`config.mk`:
```
export PLATFORM = sky130hd
export DESIGN_NAME = ogru_ctrl
export DESIGN_NICKNAME = d
export VERILOG_FILES = /design/src/design/ogru_pkg.sv /design/src/design/ogru_ctrl.sv
export SDC_FILE = /design/constraint.sdc
export NUM_CORES = 1
export LEC_CHECK = 0
export BUFFER_PORTS_ARGS = -buffer_cell sky130_fd_sc_hd__buf_4
export CORE_MARGIN = 1.5
export CORE_UTILIZATION = 47
export DETAILED_ROUTE_END_ITERATION = 16
export PLACE_DENSITY = 0.73
export SLEW_MARGIN = 20
export SYNTH_ARGS = -nofsm -noshare
export SYNTH_HDL_FRONTEND = slang
export SYNTH_SLANG_ARGS = --single-unit
```
`constraint.sdc`:
```
create_clock -name clk -period 2.15 [get_ports clk]
set_input_delay 0.5375 -clock clk [delete_from_list [all_inputs] [get_ports clk]]
set_output_delay 0.5375 -clock clk [all_outputs]
set_load 0.01 [all_outputs]
```
`src/design/ogru_pkg.sv`:
```
// Shared types and constants for the occupancy grid ray update block.
`timescale 1ns / 1ps

package ogru_pkg;

  localparam int CELL_W  = 18;  // signed cell coordinate
  localparam int DIFF_W  = 19;  // signed coordinate difference
  localparam int ERR_W   = 21;  // signed line error term
  localparam int SCORE_W = 7;
  localparam int COUNT_W = 10;

  localparam logic [SCORE_W-1:0] SCORE_UNKNOWN = 7'd50;
  localparam logic [SCORE_W-1:0] SCORE_MAX     = 7'd100;
  localparam logic [7:0]         SCORE_REPORT_UNKNOWN = 8'hFF;
  localparam logic [COUNT_W-1:0] COUNT_MAX     = 10'd1023;

  localparam logic OP_INSERT = 1'b0;
  localparam logic OP_READ   = 1'b1;

  localparam logic [2:0] REG_ORIGIN_X  = 3'd0;
  localparam logic [2:0] REG_ORIGIN_Y  = 3'd1;
  localparam logic [2:0] REG_SCALE     = 3'd2;
  localparam logic [2:0] REG_FREE_STEP = 3'd3;
  localparam logic [2:0] REG_HIT_STEP  = 3'd4;

  // Operand selection for the shared coordinate converter.
  localparam logic [1:0] CONV_HIT_X    = 2'd0;
  localparam logic [1:0] CONV_HIT_Y    = 2'd1;
  localparam logic [1:0] CONV_SENSOR_X = 2'd2;
  localparam logic [1:0] CONV_SENSOR_Y = 2'd3;

  typedef struct packed {
    logic       clear_en;
    logic       load_in;
    logic       mul_en;
    logic [1:0] mul_sel;
    logic       order_en;
    logic       prep_en;
    logic       walk_en;
    logic       read_issue;
    logic       read_done;
    logic       hit_rd;
    logic       hit_wr;
    logic       out_load;
  } ogru_cmd_t;

  typedef struct packed {
    logic clear_last;
    logic walk_last;
    logic out_free;
  } ogru_status_t;

endpackage

```
`src/design/ogru_ctrl.sv`:
```
// Sequencing state machine for the occupancy grid ray update block.
`timescale 1ns / 1ps

module ogru_ctrl (
  input  logic                   clk,
  input  logic                   rst,
  input  logic                   in_valid,
  input  logic                   in_opcode,
  output logic                   in_ready,
  input  ogru_pkg::ogru_status_t stat,
  output ogru_pkg::ogru_cmd_t    cmd
);

  typedef enum logic [11:0] {
    ST_CLEAR     = 12'b000000000001,
    ST_IDLE      = 12'b000000000010,
    ST_READ      = 12'b000000000100,
    ST_READ_DATA = 12'b000000001000,
    ST_CONV      = 12'b000000010000,
    ST_ROUND     = 12'b000000100000,
    ST_ORDER     = 12'b000001000000,
    ST_PREP      = 12'b000010000000,
    ST_WALK      = 12'b000100000000,
    ST_HIT_RD    = 12'b001000000000,
    ST_HIT_WR    = 12'b010000000000,
    ST_DONE      = 12'b100000000000
  } state_t;

  state_t     state, state_next;
  logic [1:0] conv_idx, conv_idx_next;

  always_ff @(posedge clk) begin
    if (rst) begin
      state    <= ST_CLEAR;
      conv_idx <= 2'd0;
    end else begin
      state    <= state_next;
      conv_idx <= conv_idx_next;
    end
  end

  always_comb begin
    state_next    = state;
    conv_idx_next = conv_idx;
    cmd           = '0;
    in_ready      = 1'b0;
    unique case (state)
      ST_CLEAR: begin
        cmd.clear_en = 1'b1;
        if (stat.clear_last) state_next = ST_IDLE;
      end
      ST_IDLE: begin
        in_ready = 1'b1;
        if (in_valid) begin
          cmd.load_in   = 1'b1;
          conv_idx_next = 2'd0;
          state_next    = (in_opcode == ogru_pkg::OP_READ) ? ST_READ : ST_CONV;
        end
      end
      ST_READ: begin
        cmd.read_issue = 1'b1;
        state_next     = ST_READ_DATA;
      end
      ST_READ_DATA: begin
        cmd.read_done = 1'b1;
        state_next    = ST_DONE;
      end
      ST_CONV: begin
        cmd.mul_en    = 1'b1;
        cmd.mul_sel   = conv_idx;
        conv_idx_next = conv_idx + 2'd1;
        if (conv_idx == ogru_pkg::CONV_SENSOR_Y) state_next = ST_ROUND;
      end
      ST_ROUND: state_next = ST_ORDER;
      ST_ORDER: begin
        cmd.order_en = 1'b1;
        state_next   = ST_PREP;
      end
      ST_PREP: begin
        cmd.prep_en = 1'b1;
        state_next  = ST_WALK;
      end
      ST_WALK: begin
        cmd.walk_en = 1'b1;
        if (stat.walk_last) state_next = ST_HIT_RD;
      end
      ST_HIT_RD: begin
        cmd.hit_rd = 1'b1;
        state_next = ST_HIT_WR;
      end
      ST_HIT_WR: begin
        cmd.hit_wr = 1'b1;
        state_next = ST_DONE;
      end
      ST_DONE: begin
        if (stat.out_free) begin
          cmd.out_load = 1'b1;
          state_next   = ST_IDLE;
        end
      end
      default: state_next = ST_CLEAR;
    endcase
  end

endmodule

```
* Yosys cells after proc, flatten, opt, wreduce, memory -nomap -nowiden
Index checks and enable logic that the tools add are counted.
** Word-level totals
- Register bits after elaboration :: 14
- Input bits :: 7
- Output and inout bits :: 14
- Word-level logic and storage cells :: 48
** Operators by class
- Add/sub/neg operators :: 1
- Eq/ne operators :: 18
- Multiplexer cells :: 23
- Reductions and logical operators :: 4
** Operators with widths (count)
- $pmux W12 S11 :: 1
- $mux W12 :: 5
- $mux W1 :: 13
- $eq A12 B1 Y1 const B :: 1
- $eq A12 B10 Y1 const B :: 1
- $eq A12 B11 Y1 const B :: 1
- $eq A12 B12 Y1 const B :: 1
- $eq A12 B2 Y1 const B :: 1
- $eq A12 B3 Y1 const B :: 1
- $eq A12 B4 Y1 const B :: 1
- $eq A12 B5 Y1 const B :: 1
- $eq A12 B6 Y1 const B :: 1
- $eq A12 B7 Y1 const B :: 1
- $eq A12 B8 Y1 const B :: 1
- $eq A12 B9 Y1 const B :: 1
- $ne A2 B2 Y1 const B :: 5
- $mux W5 :: 1
- $reduce_and A5 Y1 :: 1
- $pmux W2 S2 :: 1
- $mux W3 :: 1
- $add A2 B1 Y2 const B :: 1
- $eq A2 B2 Y1 const B :: 1
- $mux W2 :: 1
- $reduce_and A2 Y1 :: 1
- 2 further kinds :: 2

* Logic depth before layout (Yosys ltp)
- Word-level depth :: 3
- Mapped depth :: 8
- Mapped depth without buffers :: 7

* Least setup slack after synthesis
OpenSTA, ideal clock, no wires.
- Path kind :: register -> output
- Start :: reg state[11]
- End :: out cmd[8] (netlist name)
- Data arrival time :: 1.727 ns
- Required time :: 1.612 ns
- Path slack :: -0.115 ns
- Cell stages (with the launch flop) :: 8
- Path buffers :: 2
- Cell sequence :: dfxtp_1 -> buf_2 -> nor4_1 -> nand3_1 -> or3b_1 -> buf_6 -> inv_2 -> and2_1
** RTL lines
- start: declaration :: line ogru_ctrl.sv:29 : state_t state, state_next;
- start signal: assignment :: line ogru_ctrl.sv:37 : state <= state_next;
- end: declaration :: line ogru_ctrl.sv:11 : output ogru_pkg::ogru_cmd_t cmd

==> results.cfg <==
[status]
status = finished with violations
failed_checks = negative setup slack

[cells_and_area]
drive_gt1_share_pct = 58.0
fillers = 93
nets = 183
fin_cells = 201
synthToLayoutAreaGrowth_pct = 73.5
utilization_pct = 85.2
antennaDiodeCount = 0

[critical_path]
slowest_stage = or4_4
worstSetupStartpointType = flip-flop
r2r_start = state[4]
path_max_fanout = 3
required_ns = 1.61
regToRegEndpoint = state[11]
arrival_ns = 2.05
cp-end-kind = output pin
reg2reg_slack_ns = 0
rr_worst_depth = 5
crit_type = reg -> out
cp_cell_sequence = or4_4, or2_4, nor4b_4, and3b_1, buf_4
crit_path_max_incr_delay_ns = 0.55

[synth]
avgSynthCellArea_sq_um = 8.01
ys_seq_area_share_pct = 29.4
synthesis.nets = 127
ys_types = 46
synthCells = 119
ys.flop_type = dfxtp_1
synth_edf_count = 0
synth_seq_cells = 14
synthArstFlopShare_pct = 0
synth_warnings = 0
netlist_area_sq_um = 953

[timing]
worst_slack_ns = -0.435
worstMarginPinSlew_ns = 0.417
rsz0062_at_grt = yes
whs_ns = 0.527
setup_viol = 15
clock.fmax_mhz = 387
slew_headroom_pct = 72.1
hold_viol_final = 0
slew_violations = 0
finalCritPeriodShare_pct = 120
clock_skew_ns = 0.00504
fin_crit_ns = 2.58

[grt]
grt_pass1_vias = 1113
groute.usage.overall_pct = 33.0
grt_max_degree = 13
gr-total-overflow = 0
grt_pass1_wl_um = 5230
grt_antenna_before_repair = 0

[cts]
htree_levels = 1
cts_sinks = 14
cts_made_buffers = 3
clk_pin_slew_ns = 0.10
cts_tree = yes
max-clock-path-buffers = 2
clock_latency_ns = 0.29
cts_root_buf = clkbuf_4
hold_buffers = 0

[floorplanning]
dieArea_sq_um = 2310
dieHeight_um = 48.0
row_count = 16
coreArea_sq_um = 1940
initial_core_util_pct = 49.1
ios = 21
dieWidth_um = 48.0

[route]
vias = 1223
drcViolationCount = 0
totalWireLength_um = 4030
viasPerCell = 6.08
drtPass1Iterations = 4
wl_per_cell_um = 20.0
postRouteAntennaNets = 0
drtIter0Drc = 71

[place]
place_congestion = 0.908
hpwlAfterDp_um = 1900
place_inst = 178
port_buffers = 20

[pwr]
power.density_nw_per_um2 = 533
power_frac_seq_pct = 31.8
pwr-share-clk_pct = 23.6
p_switching_w = 0.000295
swShare_pct = 33.5
leakagePower_nw = 0.736
internal_power_w = 0.000586
ir_worst_vdd_mv = 0.499
fin_total_pwr_w = 0.000881
power_frac_comb_pct = 44.6

[hold_path]
hold_class = in -> reg
min_from = rst
hold_depth = 2
worstHoldEndpoint = state[11]

[run]
drv_cap = 0
[stage by stage]
stage	area, sq um	setup slack, ns	TNS [ns]
global placement	1280	-0.0214	-0.0214
CTS	1510	-0.383	-3.35
finish	1650	-0.435	-3.85
global route	1650	-0.461	-4.43
detailed placement	1280	-0.0644	-0.0644
floorplan	1000	0.00303	0
[sequential cells by signal (all words and copies together), names as in the netlist]
| signal | cells |
|---|---|
| conv_idx | 2 |
| state | 12 |
[synthesized netlist by cell type (2+ instances only)]
library cell | n | area (sq um)
o21ai_0 | 2 | 10.0
nor3b_1 | 4 | 30.0
nor4b_2 | 2 | 30.0
nand2_1 | 8 | 30.0
nor4b_1 | 3 | 26.3
xnor2_1 | 3 | 26.3
and2_1 | 3 | 18.8
a21oi_1 | 5 | 25.0
or4_4 | 2 | 22.5
nor2b_1 | 2 | 12.5
nand3_1 | 8 | 40.0
and4b_1 | 2 | 20.0
clkbuf_1 | 4 | 15.0
dfxtp_1 | 14 | 280
nor3_1 | 2 | 10.0
and3_1 | 2 | 12.5
nor2_1 | 18 | 67.6
xor2_1 | 3 | 26.3
buf_2 | 2 | 10.0
or3_1 | 2 | 12.5
inv_1 | 3 | 11.3
[cell families after synthesis]
kind of cell | after synthesis | synth area share (%)
DFF | 14 | 29.4
buffers and inverters | 13 | 6.69
adders and majority gates | 1 | 1.31
muxes | 1 | 1.18
AOI/OAI and AO/OA | 18 | 12.9
and+or+nand+nor | 66 | 43.0
xor gates and xnor gates | 6 | 5.51
[power groups by stage]
stage	Combinational, W	Sequential [W]	Clock (W)
after floorplan	0.000153	0.000282	0
after global placement	0.000228	0.000286	0
after detailed placement	0.000230	0.000285	0
after global routing	0.000411	0.000281	0.000220
final	0.000393	0.000280	0.000207
after CTS	0.000319	0.000279	0.000201
[worst max-delay path by stage]
stage,cells past startpoint,endpoint,slack [ns],startpoint
3_5_place_dp,5,cmd[5],-0.06,state[4]
4_1_cts,5,cmd[5],-0.38,state[4]
3_3_place_gp,5,cmd[5],-0.02,state[4]
6_report,5,cmd[5],-0.43,state[4]
2_1_floorplan,7,cmd[8],0.003,state[1]
5_1_grt,5,cmd[5],-0.46,state[4]
[cell type report]
type | instances | area [sq um] | area share, %
repair buffers | 60 | 507 | 30.6
well taps | 27 | 33.8 | 2.04
multi-input cells | 92 | 772 | 46.7
flip-flops and latches | 14 | 285 | 17.2
inverters | 4 | 20.0 | 1.21
clock buffers | 4 | 36.3 | 2.19
[metal layers]
layer / track usage (%) / wire length [um] / up-vias
li1: - / - / 534
met1: 41.4 / 1500 / 588
met2: 54.4 / 2050 / 73
met3: 5.28 / 246 / 28
met4: 16.2 / 228 / 0
met5: 0 / 0 / -
[cell usage in the layout (no fill, tap or decap), types with 2 or more instances in the layout]
cell type,n
a21oi_2,2
buf_4,45
nor3b_1,2
and2_4,3
dfxtp_2,4
or4_4,2
nor2_1,15
nor4b_4,2
nand3_1,4
nor3_1,2
xor2_1,3
buf_6,15
nand3_4,3
o21ai_0,2
inv_2,3
nor2_4,3
nor2b_1,2
nor4_4,2
dfxtp_1,10
and4b_1,2
a21oi_1,3
nand2_1,7
nor4b_2,2
xnor2_1,3
clkbuf_4,3
and3_1,2
[what timing repair did]
item | 4_1_cts | 5_1_grt
hold endpoints to repair | 0 | 0
setup buffers | 17 | 14
pin swaps | 7 | 9
endpoints found under the setup margin | 14 | 15
resized for setup | 16 | 35
[worst max-delay path: cells and delay by family, from the launching register on]
family / cells / cell delay, ns
flip-flops: 1 / 0.33
buffers and inverters: 1 / 0.13
AND/OR/NAND/NOR: 4 / 1.29
Note: power is estimated with default switching activity, not from simulation.
